==> src/hdl/msk_pkg.sv <==
package msk_pkg;

    // Counter width for the segment and unit totals
    localparam int COUNTER_BITS = 32;
    // Width of the totals as shown on the result channel
    localparam int OUT_CNT_W    = 32;

    localparam int SYM_W     = 8;
    localparam int DUR_W     = 4;
    localparam int CFG_IDX_W = 3;

    // One input produces at most three segments: two for the held symbol,
    // one for a final symbol that closes the phrase.
    localparam int MAX_SEGS  = 3;
    localparam int SEG_IDX_W = $clog2(MAX_SEGS);

    localparam int FIFO_DEPTH = 2;
    localparam int FIFO_PTR_W = $clog2(FIFO_DEPTH);
    localparam int FIFO_CNT_W = $clog2(FIFO_DEPTH + 1);

    // Symbol codes
    localparam logic [SYM_W-1:0] SYM_DOT   = 8'h2E;
    localparam logic [SYM_W-1:0] SYM_DASH  = 8'h2D;
    localparam logic [SYM_W-1:0] SYM_SLASH = 8'h2F;
    localparam logic [SYM_W-1:0] SYM_SPACE = 8'h20;
    localparam logic [SYM_W-1:0] SYM_NONE  = 8'h00;

    // Register indexes
    typedef enum logic [CFG_IDX_W-1:0] {
        CFG_DIT          = 3'd0,
        CFG_DASH         = 3'd1,
        CFG_ELEMENT_GAP  = 3'd2,
        CFG_LETTER_GAP   = 3'd3,
        CFG_WORD_GAP     = 3'd4
    } cfg_idx_t;

    // Register reset values
    localparam logic [DUR_W-1:0] DIT_RST         = 4'd1;
    localparam logic [DUR_W-1:0] DASH_RST        = 4'd3;
    localparam logic [DUR_W-1:0] ELEMENT_GAP_RST = 4'd1;
    localparam logic [DUR_W-1:0] LETTER_GAP_RST  = 4'd3;
    localparam logic [DUR_W-1:0] WORD_GAP_RST    = 4'd7;

    // Segment list built for one input transaction
    typedef struct packed {
        logic [MAX_SEGS-1:0]            level;
        logic [MAX_SEGS-1:0][DUR_W-1:0] dur;
        logic [SEG_IDX_W-1:0]           last_idx;
    } msk_plan_t;

    // Saturating add of two counter-width values
    function automatic logic [COUNTER_BITS-1:0] sat_add(
        input logic [COUNTER_BITS-1:0] a,
        input logic [COUNTER_BITS-1:0] b
    );
        logic [COUNTER_BITS:0] sum;
        begin
            sum = {1'b0, a} + {1'b0, b};
            sat_add = sum[COUNTER_BITS] ? {COUNTER_BITS{1'b1}} : sum[COUNTER_BITS-1:0];
        end
    endfunction

endpackage

==> src/hdl/morse_symbol_keyer.sv <==
// Morse symbol keyer.
// Input channel (s_*): one symbol byte per transaction in s_tdata, with
// s_tlast marking the last symbol of a phrase. Dot, dash, slash and space
// act; other bytes produce nothing but still serve as lookahead.
// Result channel (m_*): one LED segment per transaction: level, duration in
// time units, and saturating running totals of segments and units. m_tlast
// marks the last segment produced for one input transaction.
// Configuration: cfg_wr_en/cfg_index/cfg_data write the five timing
// registers (dit, dash, element gap, letter gap, word gap), idle only.
// Timing: an accepted input's segments pass through the plan queue and the
// registered output stage before they appear on m_*. The back end emits one
// segment per cycle while m_tready is high; an input causes 0 to 3 segments,
// and one that causes none is not queued. The output stage sets the rate.
// A two-entry queue between the symbol front end and the segment emitter
// lets s_tready stay high while m_tready is low, until the queue fills.
// Reset (aresetn low, synchronous) restores the default timings, clears
// the lookahead symbol and both totals, and empties the queue.
module morse_symbol_keyer
    import msk_pkg::*;
(
    input  logic                 aclk,
    input  logic                 aresetn,
    // configuration
    input  logic                 cfg_wr_en,
    input  logic [CFG_IDX_W-1:0] cfg_index,
    input  logic [DUR_W-1:0]     cfg_data,
    // symbol input
    input  logic                 s_tvalid,
    output logic                 s_tready,
    input  logic [7:0]           s_tdata,   // [7:0] symbol
    input  logic                 s_tlast,   // string_end
    // segment output
    output logic                 m_tvalid,
    input  logic                 m_tready,
    output logic [71:0]          m_tdata,   // [0] led_on, [4:1] duration_units,
                                            // [36:5] segment_count,
                                            // [68:37] total_units, [71:69] zero
    output logic                 m_tlast    // run_last
);

    logic                 q_full;
    logic                 q_not_empty;
    logic                 q_pop;
    logic                 plan_push;
    msk_plan_t            plan;
    msk_plan_t            q_head;
    logic                 seg_level;
    logic [DUR_W-1:0]     seg_dur;
    logic [OUT_CNT_W-1:0] seg_cnt;
    logic [OUT_CNT_W-1:0] seg_units;

    msk_front u_front (
        .aclk      (aclk),
        .aresetn   (aresetn),
        .cfg_wr_en (cfg_wr_en),
        .cfg_index (cfg_index),
        .cfg_data  (cfg_data),
        .in_valid  (s_tvalid),
        .in_symbol (s_tdata[SYM_W-1:0]),
        .in_end    (s_tlast),
        .q_full    (q_full),
        .in_ready  (s_tready),
        .plan_push (plan_push),
        .plan      (plan)
    );

    msk_fifo u_fifo (
        .aclk      (aclk),
        .aresetn   (aresetn),
        .push      (plan_push),
        .push_data (plan),
        .pop       (q_pop),
        .full      (q_full),
        .not_empty (q_not_empty),
        .head      (q_head)
    );

    msk_back u_back (
        .aclk        (aclk),
        .aresetn     (aresetn),
        .q_not_empty (q_not_empty),
        .q_head      (q_head),
        .q_pop       (q_pop),
        .out_valid   (m_tvalid),
        .out_ready   (m_tready),
        .out_level   (seg_level),
        .out_dur     (seg_dur),
        .out_seg_cnt (seg_cnt),
        .out_units   (seg_units),
        .out_last    (m_tlast)
    );

    // Pack the segment fields, lowest first
    assign m_tdata = {3'b000, seg_units, seg_cnt, seg_dur, seg_level};

endmodule

==> src/hdl/msk_front.sv <==
module msk_front
    import msk_pkg::*;
(
    input  logic                 aclk,
    input  logic                 aresetn,
    // configuration writes
    input  logic                 cfg_wr_en,
    input  logic [CFG_IDX_W-1:0] cfg_index,
    input  logic [DUR_W-1:0]     cfg_data,
    // symbol input
    input  logic                 in_valid,
    input  logic [SYM_W-1:0]     in_symbol,
    input  logic                 in_end,
    input  logic                 q_full,
    output logic                 in_ready,
    // plan output to queue
    output logic                 plan_push,
    output msk_plan_t            plan
);

    logic [DUR_W-1:0] dit_reg, dash_reg, egap_reg, lgap_reg, wgap_reg;
    logic [SYM_W-1:0] held_reg, held_next;
    logic             held_vld_reg, held_vld_next;
    logic [SYM_W-1:0] prev_reg, prev_next;

    logic             accept;
    logic [1:0]       n_held;
    logic             held_on, held_gap;
    logic [DUR_W-1:0] held_on_dur, held_gap_dur;
    logic             new_on;
    logic [DUR_W-1:0] new_on_dur;
    logic [1:0]       n_total;

    assign in_ready = ~q_full;
    assign accept   = in_valid & in_ready;

    // Configuration registers
    always_ff @(posedge aclk) begin
        if (!aresetn) begin
            dit_reg  <= DIT_RST;
            dash_reg <= DASH_RST;
            egap_reg <= ELEMENT_GAP_RST;
            lgap_reg <= LETTER_GAP_RST;
            wgap_reg <= WORD_GAP_RST;
        end else if (cfg_wr_en) begin
            unique case (cfg_index)
                CFG_DIT:         dit_reg  <= cfg_data;
                CFG_DASH:        dash_reg <= cfg_data;
                CFG_ELEMENT_GAP: egap_reg <= cfg_data;
                CFG_LETTER_GAP:  lgap_reg <= cfg_data;
                CFG_WORD_GAP:    wgap_reg <= cfg_data;
                default: ;
            endcase
        end
    end

    // Classify the held symbol, using the incoming symbol as lookahead
    always_comb begin
        held_on      = 1'b0;
        held_gap     = 1'b0;
        held_on_dur  = dit_reg;
        held_gap_dur = egap_reg;
        if (held_vld_reg) begin
            if (held_reg == SYM_DOT || held_reg == SYM_DASH) begin
                held_on     = 1'b1;
                held_on_dur = (held_reg == SYM_DOT) ? dit_reg : dash_reg;
                held_gap    = (in_symbol != SYM_SPACE);
            end else if (held_reg == SYM_SLASH) begin
                held_gap     = 1'b1;
                held_gap_dur = wgap_reg;
            end else if (held_reg == SYM_SPACE) begin
                held_gap     = (in_symbol != SYM_SLASH) && (prev_reg != SYM_SLASH);
                held_gap_dur = lgap_reg;
            end
        end
        n_held = {1'b0, held_on} + {1'b0, held_gap};
    end

    // A symbol that ends the phrase: only dot and dash emit, with no gap
    always_comb begin
        new_on     = in_end && (in_symbol == SYM_DOT || in_symbol == SYM_DASH);
        new_on_dur = (in_symbol == SYM_DOT) ? dit_reg : dash_reg;
        n_total    = n_held + {1'b0, new_on};
    end

    // Pack segments in order into the plan
    always_comb begin
        plan.level = '0;
        plan.dur   = '0;
        if (held_on) begin
            plan.level[0] = 1'b1;
            plan.dur[0]   = held_on_dur;
            if (held_gap) begin
                plan.dur[1] = held_gap_dur;
            end
        end else if (held_gap) begin
            plan.dur[0] = held_gap_dur;
        end
        if (new_on) begin
            plan.level[n_held] = 1'b1;
            plan.dur[n_held]   = new_on_dur;
        end
        plan.last_idx = SEG_IDX_W'(n_total - 2'd1);
        plan_push     = accept && (n_total != 2'd0);
    end

    // Lookahead state
    always_comb begin
        held_next     = held_reg;
        held_vld_next = held_vld_reg;
        prev_next     = prev_reg;
        if (accept) begin
            if (held_vld_reg) begin
                prev_next = held_reg;
            end
            if (in_end) begin
                held_next     = SYM_NONE;
                held_vld_next = 1'b0;
                prev_next     = SYM_NONE;
            end else begin
                held_next     = in_symbol;
                held_vld_next = 1'b1;
            end
        end
    end

    always_ff @(posedge aclk) begin
        if (!aresetn) begin
            held_reg     <= SYM_NONE;
            held_vld_reg <= 1'b0;
            prev_reg     <= SYM_NONE;
        end else begin
            held_reg     <= held_next;
            held_vld_reg <= held_vld_next;
            prev_reg     <= prev_next;
        end
    end

endmodule

==> src/hdl/msk_fifo.sv <==
module msk_fifo
    import msk_pkg::*;
(
    input  logic      aclk,
    input  logic      aresetn,
    input  logic      push,
    input  msk_plan_t push_data,
    input  logic      pop,
    output logic      full,
    output logic      not_empty,
    output msk_plan_t head
);

    msk_plan_t               mem [FIFO_DEPTH];
    logic [FIFO_PTR_W-1:0]   wr_ptr_reg, wr_ptr_next;
    logic [FIFO_PTR_W-1:0]   rd_ptr_reg, rd_ptr_next;
    logic [FIFO_CNT_W-1:0]   cnt_reg, cnt_next;

    assign full      = (cnt_reg == FIFO_CNT_W'(FIFO_DEPTH));
    assign not_empty = (cnt_reg != '0);
    assign head      = mem[rd_ptr_reg];

    // Pointer and fill tracking
    always_comb begin
        wr_ptr_next = wr_ptr_reg;
        rd_ptr_next = rd_ptr_reg;
        cnt_next    = cnt_reg;
        if (push) begin
            wr_ptr_next = (wr_ptr_reg == FIFO_PTR_W'(FIFO_DEPTH - 1)) ? '0
                        : wr_ptr_reg + 1'b1;
        end
        if (pop) begin
            rd_ptr_next = (rd_ptr_reg == FIFO_PTR_W'(FIFO_DEPTH - 1)) ? '0
                        : rd_ptr_reg + 1'b1;
        end
        if (push && !pop) begin
            cnt_next = cnt_reg + 1'b1;
        end else if (pop && !push) begin
            cnt_next = cnt_reg - 1'b1;
        end
    end

    always_ff @(posedge aclk) begin
        if (!aresetn) begin
            wr_ptr_reg <= '0;
            rd_ptr_reg <= '0;
            cnt_reg    <= '0;
        end else begin
            wr_ptr_reg <= wr_ptr_next;
            rd_ptr_reg <= rd_ptr_next;
            cnt_reg    <= cnt_next;
        end
    end

    // Entry storage
    always_ff @(posedge aclk) begin
        if (push) begin
            mem[wr_ptr_reg] <= push_data;
        end
    end

endmodule

==> src/hdl/msk_back.sv <==
module msk_back
    import msk_pkg::*;
(
    input  logic                 aclk,
    input  logic                 aresetn,
    input  logic                 q_not_empty,
    input  msk_plan_t            q_head,
    output logic                 q_pop,
    output logic                 out_valid,
    input  logic                 out_ready,
    output logic                 out_level,
    output logic [DUR_W-1:0]     out_dur,
    output logic [OUT_CNT_W-1:0] out_seg_cnt,
    output logic [OUT_CNT_W-1:0] out_units,
    output logic                 out_last
);

    logic [SEG_IDX_W-1:0]    idx_reg, idx_next;
    logic [COUNTER_BITS-1:0] seg_cnt_reg, seg_cnt_next;
    logic [COUNTER_BITS-1:0] units_reg, units_next;
    logic                    vld_reg, vld_next;
    logic                    level_reg;
    logic [DUR_W-1:0]        dur_reg;
    logic                    last_reg;
    logic                    load;
    logic                    seg_last;

    // Step through the head entry one segment per cycle while the output is free or taken
    always_comb begin
        load         = q_not_empty && (!vld_reg || out_ready);
        seg_last     = (idx_reg == q_head.last_idx);
        q_pop        = load && seg_last;
        idx_next     = idx_reg;
        seg_cnt_next = seg_cnt_reg;
        units_next   = units_reg;
        vld_next     = vld_reg;
        if (load) begin
            idx_next     = seg_last ? '0 : idx_reg + 1'b1;
            seg_cnt_next = sat_add(seg_cnt_reg, COUNTER_BITS'(1));
            units_next   = sat_add(units_reg, COUNTER_BITS'(q_head.dur[idx_reg]));
            vld_next     = 1'b1;
        end else if (out_ready) begin
            vld_next = 1'b0;
        end
    end

    always_ff @(posedge aclk) begin
        if (!aresetn) begin
            idx_reg     <= '0;
            seg_cnt_reg <= '0;
            units_reg   <= '0;
            vld_reg     <= 1'b0;
        end else begin
            idx_reg     <= idx_next;
            seg_cnt_reg <= seg_cnt_next;
            units_reg   <= units_next;
            vld_reg     <= vld_next;
        end
    end

    // Output payload
    always_ff @(posedge aclk) begin
        if (load) begin
            level_reg <= q_head.level[idx_reg];
            dur_reg   <= q_head.dur[idx_reg];
            last_reg  <= seg_last;
        end
    end

    assign out_valid   = vld_reg;
    assign out_level   = level_reg;
    assign out_dur     = dur_reg;
    assign out_seg_cnt = OUT_CNT_W'(seg_cnt_reg);
    assign out_units   = OUT_CNT_W'(units_reg);
    assign out_last    = last_reg;

endmodule

==> config.mk <==
export PLATFORM = sky130hd
export DESIGN_NAME = morse_symbol_keyer
export DESIGN_NICKNAME = d
export VERILOG_FILES = /design/src/hdl/msk_pkg.sv /design/src/hdl/morse_symbol_keyer.sv /design/src/hdl/msk_front.sv /design/src/hdl/msk_fifo.sv /design/src/hdl/msk_back.sv
export SDC_FILE = /design/constraint.sdc
export NUM_CORES = 1
export LEC_CHECK = 0
export BUFFER_PORTS_ARGS = -buffer_cell sky130_fd_sc_hd__buf_2
export CAP_MARGIN = 20
export CORE_ASPECT_RATIO = 1.2
export CORE_UTILIZATION = 45
export CTS_CLUSTER_DIAMETER = 200
export DETAILED_ROUTE_END_ITERATION = 7
export HOLD_SLACK_MARGIN = 0.06
export SYNTH_ARGS = -nofsm -noshare
export SYNTH_HDL_FRONTEND = slang
export SYNTH_SLANG_ARGS = --single-unit
==> constraint.sdc <==
create_clock -name aclk -period 7.7 [get_ports aclk]
set_clock_uncertainty 0.1 [all_clocks]
set_input_delay 0.77 -clock aclk [delete_from_list [all_inputs] [get_ports aclk]]
set_output_delay 0.77 -clock aclk [all_outputs]
set_load 0.03 [all_outputs]
==> results of run 1 <==
[worst max-delay path, delay by kind of cell, from the launching register on]
family | cells | cell delay (ns)
AOI/OAI and AO/OA | 3 | 0.58
adders and majority gates | 1 | 0.39
DFF | 1 | 0.76
buffers and inverters | 1 | 0.07
muxes | 1 | 0.58
and+or+nand+nor | 3 | 1.64
[per-layer routing]
| metal | global-route usage | wire, µm |
|---|---|---|
| met1 | 0.2501 | 6978 |
| met2 | 0.3468 | 8012 |
| met3 | 0.04589 | 514 |
| met4 | 0.06478 | 160 |
| met5 | 0 | 0 |
[power groups by stage]
stage               clock [mW]  combinational, mW  sequential [mW]
global placement             0             0.0574            0.831
CTS                      0.786             0.0591            0.814
global route             0.822             0.0651            0.815
floorplan                    0             0.0427            0.829
detailed placement           0             0.0591            0.831
finish                   0.773             0.0588            0.814
[placed cells by master, fill, tap and decap left out, drive strengths merged, types with 15 or more instances in the layout]
master	count
dfxtp	109
buf	97
a21oi	64
nand2	56
nor2	50
xor2	42
edfxtp	40
nand4	37
mux2i	34
inv	26
nand3	23
clkbuf	17
and3	15
[Yosys cell counts, types with 5 or more instances]
cell type / instances
mux2i_1: 34
a31oi_1: 10
nand3_1: 23
xnor2_1: 13
a21oi_1: 64
inv_1: 23
nand3b_1: 8
o21ai_0: 11
edfxtp_1: 40
nand2_1: 55
and2_1: 10
clkbuf_1: 29
a22oi_1: 13
and3_1: 15
ha_1: 10
nor3_1: 12
buf_2: 10
xor2_1: 42
nand4_1: 36
nor2_1: 50
nand2b_1: 5
and4_1: 10
o22ai_1: 10
mux4_2: 5
dfxtp_1: 109
[how the worst min path moves through the flow]
| stage | to | cells past startpoint | slack (ns) |
|---|---|---|---|
| after detailed placement | u_front.wgap_reg[2]$_SDFFE_PN1P_ | 2 | 0.35 |
| after floorplan | u_front.wgap_reg[0]$_SDFFE_PN1P_ | 2 | 0.34 |
| after global routing | u_front.wgap_reg[2]$_SDFFE_PN1P_ | 2 | 0.39 |
| after CTS | u_front.wgap_reg[2]$_SDFFE_PN1P_ | 2 | 0.37 |
| final | u_front.wgap_reg[2]$_SDFFE_PN1P_ | 2 | 0.37 |
| after global placement | u_front.wgap_reg[2]$_SDFFE_PN1P_ | 2 | 0.35 |
[cell families (layout without fill, tap and decap cells)]
group                      count (synthesis)  in the layout  synth area share
and+or+nand+nor                          252            252            0.1993
DFF                                      149            149            0.4803
AOI/OAI and AO/OA                        137            137            0.1194
buffers and inverters                     67            152           0.03961
xor gates and xnor gates                  55             55           0.06838
muxes                                     42             42           0.06909
adders and majority gates                 12             12           0.02345
other                                      1              3         0.0005323
[area by class of cell]
cell class	instances	area, µm²	share of cell area
clock buffer	17	425.4	0.05204
clock inverter	15	131.4	0.01607
inverter	23	86.33	0.01056
multi-input combinational	501	3395	0.4153
sequential	149	3383	0.4139
tap	204	255.2	0.03123
timing repair buffer	97	498.0	0.06092
[through the flow]
stage | utilization | setup slack [ns] | hold WS [ns] | std cells | instance area, µm²
floorplan | - | 3.367 | 0.3355 | 717 | 7052
global placement | 0.5030 | 3.612 | 0.3512 | 974 | 7617
detailed placement | 0.5030 | 3.487 | 0.3523 | 974 | 7617
CTS | 0.5398 | 3.490 | 0.3715 | 1006 | 8174
global route | 0.5398 | 3.182 | 0.3948 | 1006 | 8174
finish | 0.5398 | 3.484 | 0.3703 | 1006 | 8174
==> impl_metrics.env, run 1 <==
export IMPL_cp_slowest_stage_delay_ns=0.76
export IMPL_wl_per_cell_um=15.57
export IMPL_core_um2=15140
export IMPL_overflow=0
export IMPL_rows=49
export IMPL_via_per_inst=5.518
export IMPL_cts_max_path_buffers=2
export IMPL_yosysWarnings=0
export IMPL_antennaDiodeCount=0
export IMPL_ys_seq_elements=149
export IMPL_leakage_nw=3.080
export IMPL_drtIter0Drc=277
export IMPL_p_sw_mw=0.3746
export IMPL_critPathKind="reg2reg"
export IMPL_hold_buffers=0
export IMPL_setup_tns_ns=0
export IMPL_antenna_found_initial=0
export IMPL_crit_arrival_ns=4.45
export IMPL_ctsHtreeMaxLevel=4
export IMPL_clockRootBuffer="clkbuf_16"
export IMPL_crit_fanout=25
export IMPL_p_clk_frac=0.470
export IMPL_cp_endpoint="u_back.out_units[0]$_SDFFE_PN0P_"
export IMPL_power_density_nw_per_um2=201.3
export IMPL_initial_core_util=0.4652
export IMPL_route_detailed_drc=0
export IMPL_netlist_top_cells_area="dfxtp_1, edfxtp_1, xor2_1"
export IMPL_min_from="u_front.wgap_reg[2]$_SDFFE_PN1P_"
export IMPL_final_net_count=822
export IMPL_fin_crit_sh=0.5475
export IMPL_worstSetupStartpointType="flop"
export IMPL_place_congestion=0.7776
export IMPL_p_total_mw=1.646
export IMPL_die_h_um=139.1
export IMPL_period_needed_ns=4.216
export IMPL_cts_setup_buffers=0
export IMPL_irDropWorstVdd_mv=0.1556
export IMPL_drtAntennaViolNets=0
export IMPL_max_slew_margin=0.3560
export IMPL_rsz0062_at_grt="no"
export IMPL_numCtsBuffers=17
export IMPL_synth_top_area_frac=0.3098
export IMPL_synth_top_area_cell="dfxtp_1"
export IMPL_io_buffers=92
export IMPL_totalWireLength_mm=15.67
export IMPL_cts_sinks=149
export IMPL_grt_pass1_wl_mm=25.97
export IMPL_cap_violations=0
export IMPL_syn_inst=715
export IMPL_crit_required_ns=7.93
export IMPL_yosys_most_used_dff="dfxtp_1"
export IMPL_cts_tree="built"
export IMPL_drive_above_1_share=0.1908
export IMPL_maxSlewViolCount=0
export IMPL_r2r_end="u_back.out_units[0]$_SDFFE_PN0P_"
export IMPL_gr_usage_all_layers=0.2029
export IMPL_outcome="finished, final reports clean"
export IMPL_die_area_um2=16160
export IMPL_cp_cell_sequence="mux4_2, inv_1, o22ai_1, ha_1, a211oi_1, nor2_1, and4_1, nand2_1, a31oi_1"
export IMPL_dr_pass1_iters=4
export IMPL_cts_repair_resized=0
export IMPL_power_frac_comb=0.036
export IMPL_chipWidth_um=116.2
export IMPL_grt_pass1_vias=5275
export IMPL_fmax_mhz=237.2
export IMPL_nFillCells=1421
export IMPL_cts_reportedPaths_clkPinSlew_ns=0.06
export IMPL_tightest_slew_ns=0.9580
export IMPL_endpoint_kind="flop"
export IMPL_finalSetupViolations=0
export IMPL_worst_path_max_delay_cell="dfxtp_1"
export IMPL_seqPwrFrac=0.495
export IMPL_syn2layout_area_growth_pct=16.04
export IMPL_ys_types=60
export IMPL_synth_edf_count=40
export IMPL_hold_viol=0
export IMPL_clkLatencyLatePin_ns=0.42
export IMPL_largest_reg_flops=34
export IMPL_synthArstFlopShare=0
export IMPL_p_int_mw=1.271
export IMPL_r2r_setup_slack_ns=3.48
export IMPL_grt_start_max_net_pins=54
export IMPL_io_pins=96
export IMPL_via_count=5551
export IMPL_syn_area_per_cell_um2=9.852
export IMPL_syn_area_um2=7044
export IMPL_regMostFlops="u_fifo.mem"
export IMPL_switching_share=0.2276
export IMPL_synth_seq_area_share=0.4803
export IMPL_hp_class="reg2reg"
export IMPL_rr_worst_depth=9
export IMPL_hpwlAfterDp_mm=11.26
No activity file was read; power rests on OpenSTA's default activity.
==> run 2: changes to the inputs <==
clock period = 4.05 ns   (was 7.7 ns; I/O delays follow)
==> impl_metrics.env, run 2 (synthesized netlist as in run 1, its figures left out) <==
export IMPL_cts_reportedPaths_clkPinSlew_ns=0.06
export IMPL_placed_area_um2=7662
export IMPL_rsz0062_at_grt="no"
export IMPL_outcome="finished, final reports clean"
export IMPL_p_int_mw=2.632
export IMPL_via_per_inst=5.512
export IMPL_cts_max_path_buffers=2
export IMPL_fin_crit_sh=0.9398
export IMPL_hp_class="in2reg"
export IMPL_final_cell_area_um2=8300
export IMPL_leakage_nw=3.172
export IMPL_numCtsBuffers=17
export IMPL_overflow=0
export IMPL_worstSetupStartpointType="flop"
export IMPL_final_common_cell="dfxtp_1"
export IMPL_multi_input_area_um2=3395
export IMPL_die_area_um2=16160
export IMPL_power_frac_comb=0.034
export IMPL_tightest_slew_ns=0.9458
export IMPL_cts_tree="built"
export IMPL_place_congestion=0.8012
export IMPL_rows=49
export IMPL_finalWorstSetupSlack_ns=0.2438
export IMPL_maxSlewViolCount=0
export IMPL_totalWireLength_mm=16.05
export IMPL_io_pins=96
export IMPL_initial_core_util=0.4652
export IMPL_cap_violations=0
export IMPL_max_slew_margin=0.3685
export IMPL_endpoint_kind="flop"
export IMPL_clockRootBuffer="clkbuf_16"
export IMPL_cp_top_family="simple AND/OR/NAND/NOR gates"
export IMPL_switching_share=0.2130
export IMPL_hpwlAfterDp_mm=11.53
export IMPL_setup_tns_ns=0
export IMPL_period_needed_ns=3.806
export IMPL_drtIter0Drc=302
export IMPL_fmax_mhz=262.7
export IMPL_grt_pass1_wl_mm=25.82
export IMPL_regMostFlops="u_fifo.mem"
export IMPL_crit_fanout=10
export IMPL_syn2layout_area_growth_pct=17.83
export IMPL_seqPwrFrac=0.463
export IMPL_crit_top_cell="ha_1"
export IMPL_wl_per_cell_um=15.86
export IMPL_critPathKind="reg2reg"
export IMPL_grt_start_max_net_pins=55
export IMPL_dr_pass1_iters=5
export IMPL_chipWidth_um=116.2
export IMPL_hold_buffers=0
export IMPL_p_sw_mw=0.7125
export IMPL_hold_viol=0
export IMPL_drive_above_1_share=0.1968
export IMPL_place_ws_ns=0.2699
export IMPL_final_net_count=828
export IMPL_p_clk_frac=0.504
export IMPL_power_density_nw_per_um2=402.9
export IMPL_clkLatencyLatePin_ns=0.43
export IMPL_cts_sinks=149
export IMPL_antennaDiodeCount=0
export IMPL_final_cell_mix="dfxtp_1, buf_2, a21oi_1, nand2_1, nor2_1"
export IMPL_largest_reg_flops=34
export IMPL_irDropWorstVdd_mv=0.2706
export IMPL_core_um2=15140
export IMPL_grt_pass1_vias=5158
export IMPL_seq_area_um2=3383
export IMPL_r2r_setup_slack_ns=0.24
export IMPL_die_h_um=139.1
export IMPL_p_total_mw=3.345
export IMPL_gr_usage_all_layers=0.2056
export IMPL_cp_cell_sequence="nor4_2, o21ai_0, a311oi_1, o21a_1, inv_1, fa_1, ha_1, nor2_1, ha_1, or3_1, a21oi_1"
export IMPL_cts_repair_resized=0
export IMPL_final_util=0.5481
export IMPL_ctsHtreeMaxLevel=4
export IMPL_crit_arrival_ns=4.06
export IMPL_via_count=5578
export IMPL_finalSetupViolations=0
export IMPL_crit_required_ns=4.31
export IMPL_cts_setup_buffers=0
export IMPL_nFillCells=1325
export IMPL_cp_num_buf_inv=1
export IMPL_cp_slowest_stage_delay_ns=0.52
export IMPL_io_buffers=92
export IMPL_antenna_found_initial=0
export IMPL_drtAntennaViolNets=0
export IMPL_worst_path_max_delay_cell="fa_1"
export IMPL_route_detailed_drc=0
==> run 2: cell count changes in the layout (fill, tap and decap cells not counted) <==
cell / delta
inv_6: -2
clkinvlp_4: -4
clkinv_1: -1
clkbuf_1: +1
clkbuf_8: +1
clkinv_2: +3
clkbuf_16: +2
clkinvlp_2: -2
buf_4: +6
bufinv_16: +2
==> run 2: power by group through the flow <==
stage / registers, mW / clock network (mW) / logic (mW)
2_1_floorplan: 1.58 / 0 / 0.0812
3_3_place_gp: 1.58 / 0 / 0.109
3_5_place_dp: 1.58 / 0 / 0.113
4_1_cts: 1.55 / 1.72 / 0.113
5_1_grt: 1.55 / 1.78 / 0.123
6_report: 1.55 / 1.68 / 0.112
==> run 2: final timing paths <==
check,startpoint,endpoint,depth (start not counted)
setup / recovery,u_front.held_reg[0]$_SDFFE_PN0P_,u_fifo.cnt_reg[1]$_SDFFE_PN0P_,11
hold reg to reg,u_front.held_reg[5]$_SDFFE_PN0P_,u_front.held_reg[5]$_SDFFE_PN0P_,2
setup reg to reg,u_front.held_reg[0]$_SDFFE_PN0P_,u_fifo.cnt_reg[1]$_SDFFE_PN0P_,11
hold / removal,s_tdata[7],u_front.held_reg[7]$_SDFFE_PN0P_,3
==> run 2: cell type report <==
cell class	instances	share of cell area
Clock inverter	11	0.01749
Clock buffer	21	0.05939
Timing Repair Buffer	103	0.06542
Tap cell	204	0.03075
Inverter	23	0.01040
Multi-Input combinational cell	501	0.4090
Sequential cell	149	0.4076
==> run 2: worst min-delay path, cell delays in order <==
cell	delay [ns]
buf_2	0.10
nand3b_1	0.07
a21oi_1	0.06
==> run 2: per-layer routing <==
| metal | vias to the layer above | routed length (µm) | track usage |
|---|---|---|---|
| met5 | - | 0 | 0 |
| met4 | 0 | 217 | 0.06545 |
| met3 | 18 | 587 | 0.04895 |
| met2 | 115 | 8189 | 0.3546 |
| met1 | 2683 | 7054 | 0.2489 |
| li1 | 2762 | - | - |
==> run 2: stage by stage <==
step           hold slack, ns  cells
6_report               0.1586   1012
5_1_grt                0.1524   1012
4_1_cts                0.1409   1012
3_5_place_dp           0.3639    980
3_3_place_gp           0.3488    980
2_1_floorplan          0.3355    717
==> run 3: changes to the inputs <==
clock period = 3.9 ns   (was 4.05 ns; I/O delays follow)
==> impl_metrics.env, run 3 (synthesized netlist as in run 1, its figures left out) <==
export IMPL_p_total_mw=3.496
export IMPL_groute_layer_met3_usage=0.05070
export IMPL_cp_endpoint="u_fifo.cnt_reg[1]$_SDFFE_PN0P_"
export IMPL_numCtsBuffers=17
export IMPL_worstSetupStartpointType="flop"
export IMPL_chipWidth_um=116.2
export IMPL_cap_violations=0
export IMPL_cts_reportedPaths_clkPinSlew_ns=0.06
export IMPL_rr_worst_depth=11
export IMPL_via_per_inst=5.504
export IMPL_regMostFlops="u_fifo.mem"
export IMPL_crit_top_cell="ha_1"
export IMPL_io_pins=96
export IMPL_tightest_slew_ns=0.9067
export IMPL_initial_core_util=0.4652
export IMPL_clkLatencyLatePin_ns=0.42
export IMPL_core_um2=15140
export IMPL_final_cell_area_um2=8341
export IMPL_crit_arrival_ns=3.83
export IMPL_route_detailed_drc=0
export IMPL_r2r_setup_slack_ns=0.32
export IMPL_r2r_end="u_fifo.cnt_reg[1]$_SDFFE_PN0P_"
export IMPL_cp_cell_sequence="or4b_2, o21ai_0, a311oi_2, o21a_1, inv_1, fa_1, ha_1, nor2_1, ha_1, or3_1, a21oi_1"
export IMPL_crit_fanout=3
export IMPL_totalWireLength_mm=16.06
export IMPL_final_common_cell="dfxtp_1"
export IMPL_fmax_mhz=279.2
export IMPL_final_net_count=830
export IMPL_rsz0062_at_grt="no"
export IMPL_antenna_found_initial=0
export IMPL_grt_pass1_wl_mm=25.90
export IMPL_ctsHtreeMaxLevel=4
export IMPL_crit_required_ns=4.15
export IMPL_fin_crit_sh=0.9184
export IMPL_critPathKind="reg2reg"
export IMPL_io_buffers=92
export IMPL_max_slew_margin=0.3905
export IMPL_outcome="finished, final reports clean"
export IMPL_die_area_um2=16160
export IMPL_met2_usage=0.3477
export IMPL_cp_num_buf_inv=1
export IMPL_gr_usage_all_layers=0.2046
export IMPL_r2r_start="u_front.prev_reg[4]$_SDFFE_PN0P_"
export IMPL_antennaDiodeCount=0
export IMPL_p_clk_frac=0.506
export IMPL_cts_sinks=149
export IMPL_cp_num_cells=11
export IMPL_grt_start_max_net_pins=39
export IMPL_leakage_nw=3.186
export IMPL_met1_usage=0.2451
export IMPL_cts_tree="built"
export IMPL_final_cells=1014
export IMPL_drtAntennaViolNets=0
export IMPL_dr_pass1_iters=4
export IMPL_switching_share=0.2087
export IMPL_rows=49
export IMPL_p_int_mw=2.766
export IMPL_setup_tns_ns=0
export IMPL_finalSetupViolations=0
export IMPL_maxSlewViolCount=0
export IMPL_hpwlAfterDp_mm=11.41
export IMPL_wl_per_cell_um=15.84
export IMPL_top_usage_layer="met2"
export IMPL_cp_top_family="simple AND/OR/NAND/NOR gates"
export IMPL_hold_viol=0
export IMPL_cts_max_path_buffers=2
export IMPL_power_density_nw_per_um2=419.2
export IMPL_largest_reg_flops=34
export IMPL_clockRootBuffer="clkbuf_16"
export IMPL_grt_pass1_vias=5313
export IMPL_drtIter0Drc=388
export IMPL_place_congestion=0.8273
export IMPL_hp_class="in2reg"
export IMPL_seqPwrFrac=0.460
export IMPL_p_sw_mw=0.7295
export IMPL_worst_path_max_delay_cell="or4b_2"
export IMPL_final_cell_mix="dfxtp_1, buf_2, a21oi_1, nand2_1, nor2_1"
export IMPL_irDropWorstVdd_mv=0.2939
export IMPL_period_needed_ns=3.582
export IMPL_die_h_um=139.1
export IMPL_endpoint_kind="flop"
export IMPL_placed_area_um2=7682
export IMPL_startpoint="u_front.prev_reg[4]$_SDFFE_PN0P_"
export IMPL_power_frac_comb=0.034
export IMPL_drive_above_1_share=0.1975
export IMPL_syn2layout_area_growth_pct=18.40
export IMPL_via_count=5581
export IMPL_cp_slowest_stage_delay_ns=0.68
export IMPL_place_inst=981
export IMPL_overflow=0
==> run 3: final cells by class <==
class | instances | area (µm²)
fill | 1414 | 6803
multi-input combinational | 501 | 3410
sequential | 149 | 3383
timing repair buffer | 105 | 570.5
clock buffer | 18 | 429.2
tap | 204 | 255.2
clock inverter | 14 | 206.4
inverter | 23 | 86.33
==> run 3: repair_timing <==
action | CTS | global route
setup buffers | 0 | 1
gates resized for setup | 0 | 2
setup endpoints to repair | 0 | 1
hold buffers | 0 | 0
==> run 3: per-layer routing <==
metal | share of wire | vias to the layer above
met2 | 0.51 | 113
met3 | 0.044 | 27
met1 | 0.43 | 2672
met5 | 0 | -
li1 | - | 2769
met4 | 0.019 | 0
==> run 3: worst min-delay path, cell delays in order <==
cell,delay [ns]
buf_2,0.10
nand3b_1,0.07
a21oi_1,0.06
==> run 3: power by group through the flow <==
stage | combinational [mW] | sequential [mW] | clock (mW)
2_1_floorplan | 0.0845 | 1.64 | 0
3_3_place_gp | 0.115 | 1.64 | 0
3_5_place_dp | 0.118 | 1.64 | 0
4_1_cts | 0.118 | 1.61 | 1.80
5_1_grt | 0.131 | 1.61 | 1.86
6_report | 0.120 | 1.61 | 1.77
==> run 3: per-stage QoR <==
step                utilization  hold slack (ns)  setup WS [ns]
floorplan                     -           0.3355         0.4124
global placement         0.5073           0.3488         0.3335
detailed placement       0.5073           0.3633         0.2269
CTS                      0.5493           0.1343         0.2141
global route             0.5508           0.1555        0.03319
finish                   0.5508           0.1520         0.3181
==> run 3: worst min-delay path by stage <==
stage	to	start	depth (start not counted)
2_1_floorplan	u_front.wgap_reg[0]$_SDFFE_PN1P_	u_front.wgap_reg[0]$_SDFFE_PN1P_	2
3_3_place_gp	u_front.wgap_reg[2]$_SDFFE_PN1P_	u_front.wgap_reg[2]$_SDFFE_PN1P_	2
5_1_grt	u_front.held_reg[5]$_SDFFE_PN0P_	s_tdata[5]	3
4_1_cts	u_front.held_reg[5]$_SDFFE_PN0P_	s_tdata[5]	3
3_5_place_dp	u_front.wgap_reg[2]$_SDFFE_PN1P_	u_front.wgap_reg[2]$_SDFFE_PN1P_	2
6_report	u_front.held_reg[5]$_SDFFE_PN0P_	s_tdata[5]	3
